$ cat src/design/rgb_hsv_converter_8bit_top_defines.svh
// assertion macros for the rgb/hsv converter
`ifndef RGB_HSV_CONVERTER_8BIT_TOP_DEFINES_SVH
`define RGB_HSV_CONVERTER_8BIT_TOP_DEFINES_SVH

// checked on every clock edge outside reset
`define RHC_ASSERT(label, prop, msg) \
  label: assert property (@(posedge clk) disable iff (rst) prop) else $error(msg);

// checked on every clock edge, reset included
`define RHC_ASSERT_ALWAYS(label, prop, msg) \
  label: assert property (@(posedge clk) prop) else $error(msg);

`endif

$ cat src/design/rhc_pkg.sv
// types, constants and helpers shared by the rgb/hsv converter
package rhc_pkg;

  typedef struct packed {
    logic       cmd;
    logic [7:0] alpha;
    logic [7:0] red;
    logic [7:0] green;
    logic [7:0] blue;
    logic [7:0] hue_in;
    logic [7:0] sat_in;
    logic [7:0] val_in;
  } rhc_in_t;

  typedef struct packed {
    logic [7:0] red_out;
    logic [7:0] green_out;
    logic [7:0] blue_out;
    logic [7:0] alpha_out;
    logic [7:0] hue_out;
    logic [7:0] sat_out;
    logic [7:0] val_out;
  } rhc_out_t;

  // sequencing strobes for the serial units
  typedef struct packed {
    logic load;
    logic step;
  } rhc_seq_t;

  localparam logic CMD_TO_HSV = 1'b0;
  localparam logic CMD_TO_RGB = 1'b1;

  localparam logic [7:0] HUE_SCALE  = 8'd43;
  localparam logic [7:0] HUE_GREEN  = 8'd85;
  localparam logic [7:0] HUE_BLUE   = 8'd171;
  localparam logic [7:0] ROUND_BIAS = 8'd127;
  localparam logic [7:0] F_STEP     = 8'd6;

  // six hue sectors for hsv to rgb
  localparam logic [2:0] HSEC_0 = 3'd0;
  localparam logic [2:0] HSEC_1 = 3'd1;
  localparam logic [2:0] HSEC_2 = 3'd2;
  localparam logic [2:0] HSEC_3 = 3'd3;
  localparam logic [2:0] HSEC_4 = 3'd4;
  localparam logic [2:0] HSEC_5 = 3'd5;

  // hue / 43 by a compare chain
  function automatic logic [2:0] hue_sector(input logic [7:0] h);
    logic [2:0] s;
    if (h >= 8'd215) s = HSEC_5;
    else if (h >= 8'd172) s = HSEC_4;
    else if (h >= 8'd129) s = HSEC_3;
    else if (h >= 8'd86) s = HSEC_2;
    else if (h >= 8'd43) s = HSEC_1;
    else s = HSEC_0;
    return s;
  endfunction

  // (x + 127) >> 8
  function automatic logic [7:0] round_hi(input logic [15:0] x);
    logic [15:0] sum;
    sum = x + {8'h00, ROUND_BIAS};
    return sum[15:8];
  endfunction

endpackage

$ cat src/design/rhc_if.sv
// valid/ready channel interfaces for the rgb/hsv converter
interface rhc_in_if
  import rhc_pkg::*;
();
  logic    valid;
  logic    ready;
  rhc_in_t data;

  modport source (output valid, output data, input ready);
  modport sink (input valid, input data, output ready);
endinterface

interface rhc_out_if
  import rhc_pkg::*;
();
  logic     valid;
  logic     ready;
  rhc_out_t data;

  modport source (output valid, output data, input ready);
  modport sink (input valid, input data, output ready);
endinterface

$ cat src/design/rhc_sdiv.sv
// bit-serial restoring divider, 16 by 8 with an 8-bit quotient
module rhc_sdiv
  import rhc_pkg::*;
(
  input  logic        clk,
  input  rhc_seq_t    seq,
  input  logic [15:0] dividend,
  input  logic [7:0]  divisor,
  output logic [7:0]  quot
);

  logic [7:0] rem;
  logic [7:0] sh;
  logic [7:0] dvsr;
  logic [8:0] trial;
  logic [8:0] diff;
  logic       ge;

  // high byte stays below the divisor, so eight steps give the quotient
  assign trial = {rem, sh[7]};
  assign diff  = trial - {1'b0, dvsr};
  assign ge    = trial >= {1'b0, dvsr};
  assign quot  = sh;

  always_ff @(posedge clk) begin
    if (seq.load) begin
      rem  <= dividend[15:8];
      sh   <= dividend[7:0];
      dvsr <= divisor;
    end else if (seq.step) begin
      rem <= ge ? diff[7:0] : trial[7:0];
      sh  <= {sh[6:0], ge};
    end
  end

endmodule

$ cat src/design/rhc_smul.sv
// bit-serial shift-add multiplier, 8 by 8
module rhc_smul
  import rhc_pkg::*;
(
  input  logic        clk,
  input  rhc_seq_t    seq,
  input  logic [7:0]  a,
  input  logic [7:0]  b,
  output logic [15:0] prod
);

  logic [7:0]  mcand;
  logic [15:0] acc;
  logic [8:0]  sum;

  // low byte holds the multiplier bits still to use
  assign sum  = {1'b0, acc[15:8]} + (acc[0] ? {1'b0, mcand} : 9'd0);
  assign prod = acc;

  always_ff @(posedge clk) begin
    if (seq.load) begin
      mcand <= a;
      acc   <= {8'h00, b};
    end else if (seq.step) begin
      acc <= {sum, acc[7:1]};
    end
  end

endmodule

$ cat src/design/rgb_hsv_converter_8bit_top.sv
// top level of the two-way 8-bit rgb/hsv converter
//
// usage:
//   in_ch carries one item: cmd picks the direction (rgb to hsv or hsv to rgb),
//   with the rgb channels, the hsv triple and an alpha byte. out_ch returns one
//   result item per input item; fields of the direction not taken read zero.
//   rgb to hsv: two bit-serial 8-bit dividers (saturation and hue) run side by
//   side, one quotient bit a cycle, and a new item is taken only after the
//   result of the last one has left the final state.
//   hsv to rgb: three bit-serial 8x8 multipliers compute s*f, s*(255-f) and
//   v*(255-s) in a first pass of eight steps; two of them then compute the v
//   products in a second pass of eight steps. here too a new item waits.
//   the serial units work eight steps per pass, one bit a step.
//   in_ch.ready is high only while the sequencer is idle.
//   the result sits in an output register; once the work is done the input
//   side opens again even while that result waits for out_ch.ready. a second
//   result waits in the final state until the register is taken.
//   reset (rst, synchronous) empties the output register, returns the
//   sequencer to idle and clears the held hue to zero.
//   the held hue is reported when value or saturation is zero.

`include "rgb_hsv_converter_8bit_top_defines.svh"

module rgb_hsv_converter_8bit_top
  import rhc_pkg::*;
(
  input logic       clk,
  input logic       rst,
  rhc_in_if.sink    in_ch,
  rhc_out_if.source out_ch
);

  // sequencer states
  localparam logic [2:0] S_IDLE  = 3'd0;
  localparam logic [2:0] S_PREP  = 3'd1;
  localparam logic [2:0] S_RUN_A = 3'd2;
  localparam logic [2:0] S_MID   = 3'd3;
  localparam logic [2:0] S_RUN_B = 3'd4;
  localparam logic [2:0] S_FIN   = 3'd5;

  // which channel is the maximum
  localparam logic [1:0] MAX_RED   = 2'd0;
  localparam logic [1:0] MAX_GREEN = 2'd1;
  localparam logic [1:0] MAX_BLUE  = 2'd2;

  logic [2:0] state;
  logic [2:0] state_next;
  logic [2:0] cnt;

  // captured item
  logic       cmd;
  logic [7:0] alpha;
  logic [7:0] red;
  logic [7:0] green;
  logic [7:0] blue;
  logic [7:0] hue;
  logic [7:0] sat;
  logic [7:0] val;

  // prepared per-item values
  logic [7:0] max_val;
  logic [1:0] hsec;
  logic       hneg;
  logic [2:0] rsec;

  logic [7:0] held_hue;
  logic       out_valid;
  rhc_out_t   out_data;

  logic accept;
  logic out_free;
  logic running;

  // rgb to hsv preparation
  logic [7:0]  mx;
  logic [7:0]  mn;
  logic [7:0]  d;
  logic [7:0]  xa;
  logic [7:0]  xb;
  logic [7:0]  mag;
  logic [1:0]  msec;
  logic [15:0] sat_dividend;
  logic [15:0] hue_dividend;
  logic [7:0]  q_sat;
  logic [7:0]  q_hue;

  // hsv to rgb preparation
  logic [2:0]  isec;
  logic [7:0]  rem;
  logic [7:0]  f;
  logic [7:0]  sf;
  logic [7:0]  st;
  logic [7:0]  m0_a;
  logic [7:0]  m0_b;
  logic [7:0]  m1_a;
  logic [7:0]  m1_b;
  logic [15:0] m0_prod;
  logic [15:0] m1_prod;
  logic [15:0] m2_prod;

  rhc_seq_t div_seq;
  rhc_seq_t mpass_seq;
  rhc_seq_t mp_seq;

  // result assembly
  logic [7:0] sat_c;
  logic [7:0] base;
  logic [7:0] hue_c;
  logic       upd;
  logic [7:0] pv;
  logic [7:0] qv;
  logic [7:0] tv;
  logic [7:0] rr;
  logic [7:0] gg;
  logic [7:0] bb;
  rhc_out_t   res;

  assign in_ch.ready  = (state == S_IDLE);
  assign accept       = in_ch.valid && in_ch.ready;
  assign out_free     = !out_valid || out_ch.ready;
  assign out_ch.valid = out_valid;
  assign out_ch.data  = out_data;
  assign running      = (state == S_RUN_A) || (state == S_RUN_B);

  // ---- rgb to hsv: max, min, sector and dividends ----
  always_comb begin
    mx = (red > green) ? red : green;
    if (blue > mx) mx = blue;
    mn = (red < green) ? red : green;
    if (blue < mn) mn = blue;
    d = mx - mn;
    // red wins ties, then green
    if (red == mx) begin
      msec = MAX_RED;
      xa   = green;
      xb   = blue;
    end else if (green == mx) begin
      msec = MAX_GREEN;
      xa   = blue;
      xb   = red;
    end else begin
      msec = MAX_BLUE;
      xa   = red;
      xb   = green;
    end
    mag          = (xa < xb) ? (xb - xa) : (xa - xb);
    // d*255 as d*256 - d
    sat_dividend = {d, 8'h00} - {8'h00, d};
    hue_dividend = {8'h00, mag} * {8'h00, HUE_SCALE};
  end

  // ---- hsv to rgb: sector, fraction and multiplier operands ----
  always_comb begin
    isec = hue_sector(hue);
    rem  = hue - 8'({5'd0, isec} * HUE_SCALE);
    f    = rem * F_STEP;
    sf   = round_hi(m0_prod);
    st   = round_hi(m1_prod);
    if (state == S_MID) begin
      // second pass: v * (255 - round(s*f)) and v * (255 - round(s*(255-f)))
      m0_a = val;
      m0_b = ~sf;
      m1_a = val;
      m1_b = ~st;
    end else begin
      m0_a = sat;
      m0_b = f;
      m1_a = sat;
      m1_b = ~f;
    end
  end

  assign div_seq   = '{load: (state == S_PREP), step: (state == S_RUN_A)};
  assign mpass_seq = '{load: (state == S_PREP) || (state == S_MID), step: running};
  assign mp_seq    = '{load: (state == S_PREP), step: (state == S_RUN_A)};

  rhc_sdiv u_div_sat (
    .clk      (clk),
    .seq      (div_seq),
    .dividend (sat_dividend),
    .divisor  (mx),
    .quot     (q_sat)
  );

  rhc_sdiv u_div_hue (
    .clk      (clk),
    .seq      (div_seq),
    .dividend (hue_dividend),
    .divisor  (d),
    .quot     (q_hue)
  );

  // q term, then its v product
  rhc_smul u_mul_q (
    .clk  (clk),
    .seq  (mpass_seq),
    .a    (m0_a),
    .b    (m0_b),
    .prod (m0_prod)
  );

  // t term, then its v product
  rhc_smul u_mul_t (
    .clk  (clk),
    .seq  (mpass_seq),
    .a    (m1_a),
    .b    (m1_b),
    .prod (m1_prod)
  );

  // p term: v * (255 - s), first pass only
  rhc_smul u_mul_p (
    .clk  (clk),
    .seq  (mp_seq),
    .a    (val),
    .b    (~sat),
    .prod (m2_prod)
  );

  // ---- result assembly in the final state ----
  always_comb begin
    sat_c = (max_val == 8'd0) ? 8'd0 : q_sat;
    case (hsec)
      MAX_RED:   base = 8'd0;
      MAX_GREEN: base = HUE_GREEN;
      default:   base = HUE_BLUE;
    endcase
    // 8-bit wrap covers the add of 256 for negative hue
    hue_c = hneg ? (base - q_hue) : (base + q_hue);
    upd   = (cmd == CMD_TO_HSV) && (sat_c != 8'd0);

    pv = round_hi(m2_prod);
    qv = round_hi(m0_prod);
    tv = round_hi(m1_prod);
    if (sat == 8'd0) begin
      // grey
      rr = val;
      gg = val;
      bb = val;
    end else begin
      unique case (rsec)
        HSEC_0: begin
          rr = val; gg = tv;  bb = pv;
        end
        HSEC_1: begin
          rr = qv;  gg = val; bb = pv;
        end
        HSEC_2: begin
          rr = pv;  gg = val; bb = tv;
        end
        HSEC_3: begin
          rr = pv;  gg = qv;  bb = val;
        end
        HSEC_4: begin
          rr = tv;  gg = pv;  bb = val;
        end
        default: begin
          rr = val; gg = pv;  bb = qv;
        end
      endcase
    end

    res = '0;
    if (cmd == CMD_TO_RGB) begin
      res.red_out   = rr;
      res.green_out = gg;
      res.blue_out  = bb;
      res.alpha_out = alpha;
    end else begin
      res.hue_out = upd ? hue_c : held_hue;
      res.sat_out = sat_c;
      res.val_out = max_val;
    end
  end

  // ---- sequencer ----
  always_comb begin
    state_next = state;
    unique case (state)
      S_IDLE: begin
        if (accept) state_next = S_PREP;
      end
      S_PREP: begin
        state_next = S_RUN_A;
      end
      S_RUN_A: begin
        if (cnt == 3'd7) state_next = (cmd == CMD_TO_RGB) ? S_MID : S_FIN;
      end
      S_MID: begin
        state_next = S_RUN_B;
      end
      S_RUN_B: begin
        if (cnt == 3'd7) state_next = S_FIN;
      end
      S_FIN: begin
        if (out_free) state_next = S_IDLE;
      end
      default: begin
        state_next = S_IDLE;
      end
    endcase
  end

  always_ff @(posedge clk) begin
    if (rst) begin
      state     <= S_IDLE;
      cnt       <= 3'd0;
      out_valid <= 1'b0;
      held_hue  <= 8'd0;
    end else begin
      state <= state_next;
      cnt   <= running ? (cnt + 3'd1) : 3'd0;
      if ((state == S_FIN) && out_free) begin
        out_valid <= 1'b1;
        if (upd) held_hue <= hue_c;
      end else if (out_ch.ready) begin
        out_valid <= 1'b0;
      end
    end
  end

  // payload registers
  always_ff @(posedge clk) begin
    if (accept) begin
      cmd   <= in_ch.data.cmd;
      alpha <= in_ch.data.alpha;
      red   <= in_ch.data.red;
      green <= in_ch.data.green;
      blue  <= in_ch.data.blue;
      hue   <= in_ch.data.hue_in;
      sat   <= in_ch.data.sat_in;
      val   <= in_ch.data.val_in;
    end
    if (state == S_PREP) begin
      max_val <= mx;
      hsec    <= msec;
      hneg    <= (xa < xb);
      rsec    <= isec;
    end
    if ((state == S_FIN) && out_free) begin
      out_data <= res;
    end
  end

  // ---- checks ----
  `RHC_ASSERT(a_accept_starts, accept |=> (state == S_PREP), "accepted item did not start work")
  `RHC_ASSERT(a_cnt_in_run, (cnt != 3'd0) |-> running, "step counter live outside a run pass")
  `RHC_ASSERT(a_result_from_fin, $rose(out_ch.valid) |-> ($past(state) == S_FIN), "result not from final state")
  `RHC_ASSERT(a_hue_update, (!$past(rst) && (held_hue != $past(held_hue))) |-> (($past(state) == S_FIN) && ($past(cmd) == CMD_TO_HSV)), "held hue changed outside rgb result")
  `RHC_ASSERT_ALWAYS(a_reset_empty, rst |=> !out_ch.valid, "output valid after reset")

endmodule

$ cat src/flat_wrapper.sv
// flat-port wrapper written by rule: the top's interface ports become plain ports
module rgb_hsv_converter_8bit_top_flat import rhc_pkg::*;
  (clk, rst, in_ch_valid, in_ch_data, in_ch_ready, out_ch_valid, out_ch_data, out_ch_ready);
  rhc_in_if in_ch_i ();
  rhc_out_if out_ch_i ();
  input logic clk;
  input logic rst;
  input wire logic [$bits(in_ch_i.valid)-1:0] in_ch_valid;
  input wire logic [$bits(in_ch_i.data)-1:0] in_ch_data;
  output wire logic [$bits(in_ch_i.ready)-1:0] in_ch_ready;
  output wire logic [$bits(out_ch_i.valid)-1:0] out_ch_valid;
  output wire logic [$bits(out_ch_i.data)-1:0] out_ch_data;
  input wire logic [$bits(out_ch_i.ready)-1:0] out_ch_ready;
  assign in_ch_i.valid = in_ch_valid;
  assign in_ch_i.data = in_ch_data;
  assign in_ch_ready = in_ch_i.ready;
  assign out_ch_valid = out_ch_i.valid;
  assign out_ch_data = out_ch_i.data;
  assign out_ch_i.ready = out_ch_ready;
  rgb_hsv_converter_8bit_top u_core (.clk(clk), .rst(rst), .in_ch(in_ch_i), .out_ch(out_ch_i));
endmodule
$ cat config.mk
export PLATFORM = sky130hd
export DESIGN_NAME = rgb_hsv_converter_8bit_top_flat
export DESIGN_NICKNAME = d
export VERILOG_FILES = /design/src/design/rhc_pkg.sv /design/src/design/rhc_if.sv /design/src/design/rhc_sdiv.sv /design/src/design/rhc_smul.sv /design/src/design/rgb_hsv_converter_8bit_top.sv /design/src/flat_wrapper.sv
export VERILOG_INCLUDE_DIRS = /design/src /design/src/design
export SDC_FILE = /design/constraint.sdc
export NUM_CORES = 1
export LEC_CHECK = 0
export BUFFER_PORTS_ARGS = -buffer_cell sky130_fd_sc_hd__buf_2
export CAP_MARGIN = 5
export CORE_MARGIN = 4
export CORE_UTILIZATION = 55
export CTS_BUF_LIST = sky130_fd_sc_hd__clkbuf_16
export CTS_CLUSTER_DIAMETER = 120
export DETAILED_ROUTE_END_ITERATION = 7
export HOLD_SLACK_MARGIN = 0.12
export PLACE_DENSITY = 0.77
export SYNTH_ARGS = -nofsm -noshare
export SYNTH_HDL_FRONTEND = slang
export SYNTH_HIERARCHICAL = 1
export SYNTH_SLANG_ARGS = --single-unit
$ cat constraint.sdc
create_clock -name clk -period 17.05 [get_ports clk]
set_input_delay 3.41 -clock clk [delete_from_list [all_inputs] [get_ports clk]]
set_output_delay 3.41 -clock clk [all_outputs]
set_load 0.02 [all_outputs]
==> out/results.txt <==
CTS tree = yes
Fillcell total = 2,632
Synth Cell Area = 18,130 um^2
Clock slew at reported path FFs = 0.07 ns
R2R cell count = 44
Antenna Cells = 0
Worst Path Arrival = 12.43 ns
Met2 Usage GRT = 0.4260
Max Clock Skew = 0.02208 ns
Largest net degree at the start of global routing = 81
Clock sink total = 262
Final setup margin = 5.044 ns
Worst EP required = 17.47 ns
Area occupied by registers = 7477 um^2
Final hold vios = 0
Port Buffer Count = 118
Hold depth = 1
Setup WS pre-CTS = 5.087 ns
FP Rows = 66
CP dominant cell by count = ha_1
Congestion Overflow GR = 0
Register-to-Register Setup Slack = 5.04 ns
Primary FF master, synth = edfxtp_1
Post-CTS setup buffers = 0
Path type of the worst min-delay path = reg -> reg
Unrepaired setup endpoints after global routing = false
DRC violations left = 0
Gpl congestion = 0.9446
CTS H-Tree Depth = 1
Number of distinct library cells after synthesis = 94
GRT Util Overall = 0.2409
Sum Neg Setup Slack = 0 ns
Detailed Route Iter0 Violations = 1,187
Post-placement cell count = 2,262
Core Footprint = 32,540 um^2
Largest cells by area after synthesis = edfxtp_1, ha_1, dfxtp_1
EDFF count, synth = 223
Top Ports = 119
Reg2Reg Capture Point = u_core/u_div_hue/rem[5]
Yosys reg bits = 262
Slowest CP cell = o21ai_1
Worst skew pair latency = 0.57 ns
Multi-input gate area = 9858 um^2
Synth Instances = 1,764
Max-slew headroom = 0.2581
CTS resizes = 0
Element type at the critical path end = flop
CTS root buffer = clkbuf_16
Max_cap viols = 0
DRT antenna net count = 0
Top-area cell type share of the netlist area = 0.3693
Die Span X = 189.6 um
Area growth syn-to-layout = 10.96%
Final net count = 2,079
Global routing usage on met1 = 0.3035
Die H = 189.6 um
Initial core utilization = 0.5573
Hold Crit Endpoint = u_core/cnt[0]
Drt first pass iters = 5
Max-slew violations = 0
Via count = 13,880
CTS Buf Count = 29
Period utilization = 0.7042
Hold path start = u_core/cnt[0]
# hold bufs at CTS = 0
Die area = 35,940 um^2
Vias in the first global route = 13,640
Max FO, Critical Path = 25
Final wirelength = 44,160 um
First-pass GRT wire length = 70,610 um
Status = complete, no violations
WS Path Type = reg -> reg
Final setup vio count = 0
WL/cell = 19.07 um
Top-count cell post-synth = edfxtp_1
Syn. warnings = 6
Register area share after synthesis = 0.4124
Max Fclk = 0.08329 GHz
Reg2reg start = u_core/green[1]
Layer with the highest usage = met2
Type of origin of the critical path = flop
Slew of the pin with the lowest slew margin = 1.105 ns
Fin crit period = 12.01 ns
Critical Path Max Stage Delay = 0.87 ns
Finished Layout Cells = 2,316
Dpl hpwl = 32,970 um
Top cells by count, synth = edfxtp_1, ha_1, inv_1
DR vias/cell = 5.993
Synthesized area per cell = 10.28 um^2
Met3 usage = 0.03064
Antenna violations before repair = 0
Most area-hungry cell type in the Yosys netlist = edfxtp_1
Max Root-Sink Buffers = 3
Post-synth ARST share = 0
Layout cell share with drive strength beyond 1 = 0.1617
[sequential cells by signal (all words and copies together) (netlist names), 8 cells and up]
name	flops
u_core/u_div_hue/quot	8
u_core/out_ch.data	56
u_core/val	8
u_core/u_div_sat/quot	8
u_core/blue	8
u_core/alpha	8
u_core/u_mul_p/prod	16
u_core/green	8
u_core/u_div_hue/rem	8
u_core/max_val	8
u_core/u_mul_q/mcand	8
u_core/u_mul_t/prod	16
u_core/hue	8
u_core/u_div_hue/dvsr	8
u_core/u_mul_q/prod	16
u_core/u_mul_t/mcand	8
u_core/u_div_sat/rem	8
u_core/u_div_sat/dvsr	8
u_core/held_hue	8
u_core/u_mul_p/mcand	8
u_core/red	8
u_core/sat	8
[worst max-delay path by stage]
stage | startpoint | end | slack [ns] | cells past startpoint
final | u_core/green[1] | u_core/u_div_hue/rem[5] | 5.04 | 44
after global routing | u_core/green[6] | u_core/u_div_hue/rem[5] | 4.22 | 43
after CTS | u_core/green[1] | u_core/u_div_hue/rem[5] | 5.10 | 44
after detailed placement | u_core/green[5] | u_core/u_div_hue/rem[5] | 5.09 | 43
after global placement | u_core/green[5] | u_core/u_div_hue/rem[5] | 5.53 | 43
after floorplan | u_core/green[5] | u_core/u_div_hue/rem[5] | 7.51 | 46
[cell type report]
cell class                      instances  share of cell area
Multi-Input combinational cell       1300              0.4900
Clock buffer                           29             0.03607
Sequential cell                       262              0.3716
Timing Repair Buffer                  128             0.03308
Inverter                              130             0.02425
Tap cell                              442             0.02749
Clock inverter                         25             0.01748
[critical path: cells and delay by family (launching register included)]
kind / cells / cell delay [ns]
AO/OA/AOI/OAI: 19 / 4.73
XOR/XNOR: 1 / 0.23
adder cells (fa/ha/maj): 8 / 2.94
buffers and inverters: 5 / 0.78
flip-flops: 1 / 0.49
multiplexers: 3 / 1.02
AND/OR/NAND/NOR: 8 / 1.64
[layer usage]
| layer | share of wire | up-vias |
|---|---|---|
| met3 | 0.055 | 129 |
| li1 | - | 6588 |
| met5 | 0 | - |
| met4 | 0.042 | 0 |
| met2 | 0.50 | 519 |
| met1 | 0.41 | 6644 |
[through the flow]
stage	hold slack, ns	instance area (um^2)	util
final	0.4426	20120	0.6184
after global routing	0.4638	20120	0.6184
after CTS	0.4378	20120	0.6184
after detailed placement	0.4215	19040	0.5853
after global placement	0.4144	19040	0.5853
after floorplan	0.4037	18140	-
[layout by cell type, fill, tap and decap left out, drive strengths merged, types with 18 or more instances in the layout]
master and n:
o21ai 108, inv 142, a31oi 21, o21bai 20, a211oi 33, nand3 30, mux2i 47, o22ai 18
a21oi 124, edfxtp 223, buf 128, nor3 22, nor4 21, clkbuf 29, o21a 20, nor2b 25
nand2 116, dfxtp 39, mux2 71, fa 22, and2 54, nor2 127, xnor2 79, xor2 37
ha 145
[logic make-up after synthesis]
group / synth area share
buf+inv: 0.04547
flops: 0.4124
simple gates: 0.1242
mux: 0.07321
fa+ha+maj: 0.1243
compound gates: 0.1637
xor+xnor: 0.05644
other cells: 0.0002068
Power is left out: the tool's default activity adds up to more than one toggle a clock period on the data nets, which glitch-free logic cannot reach.
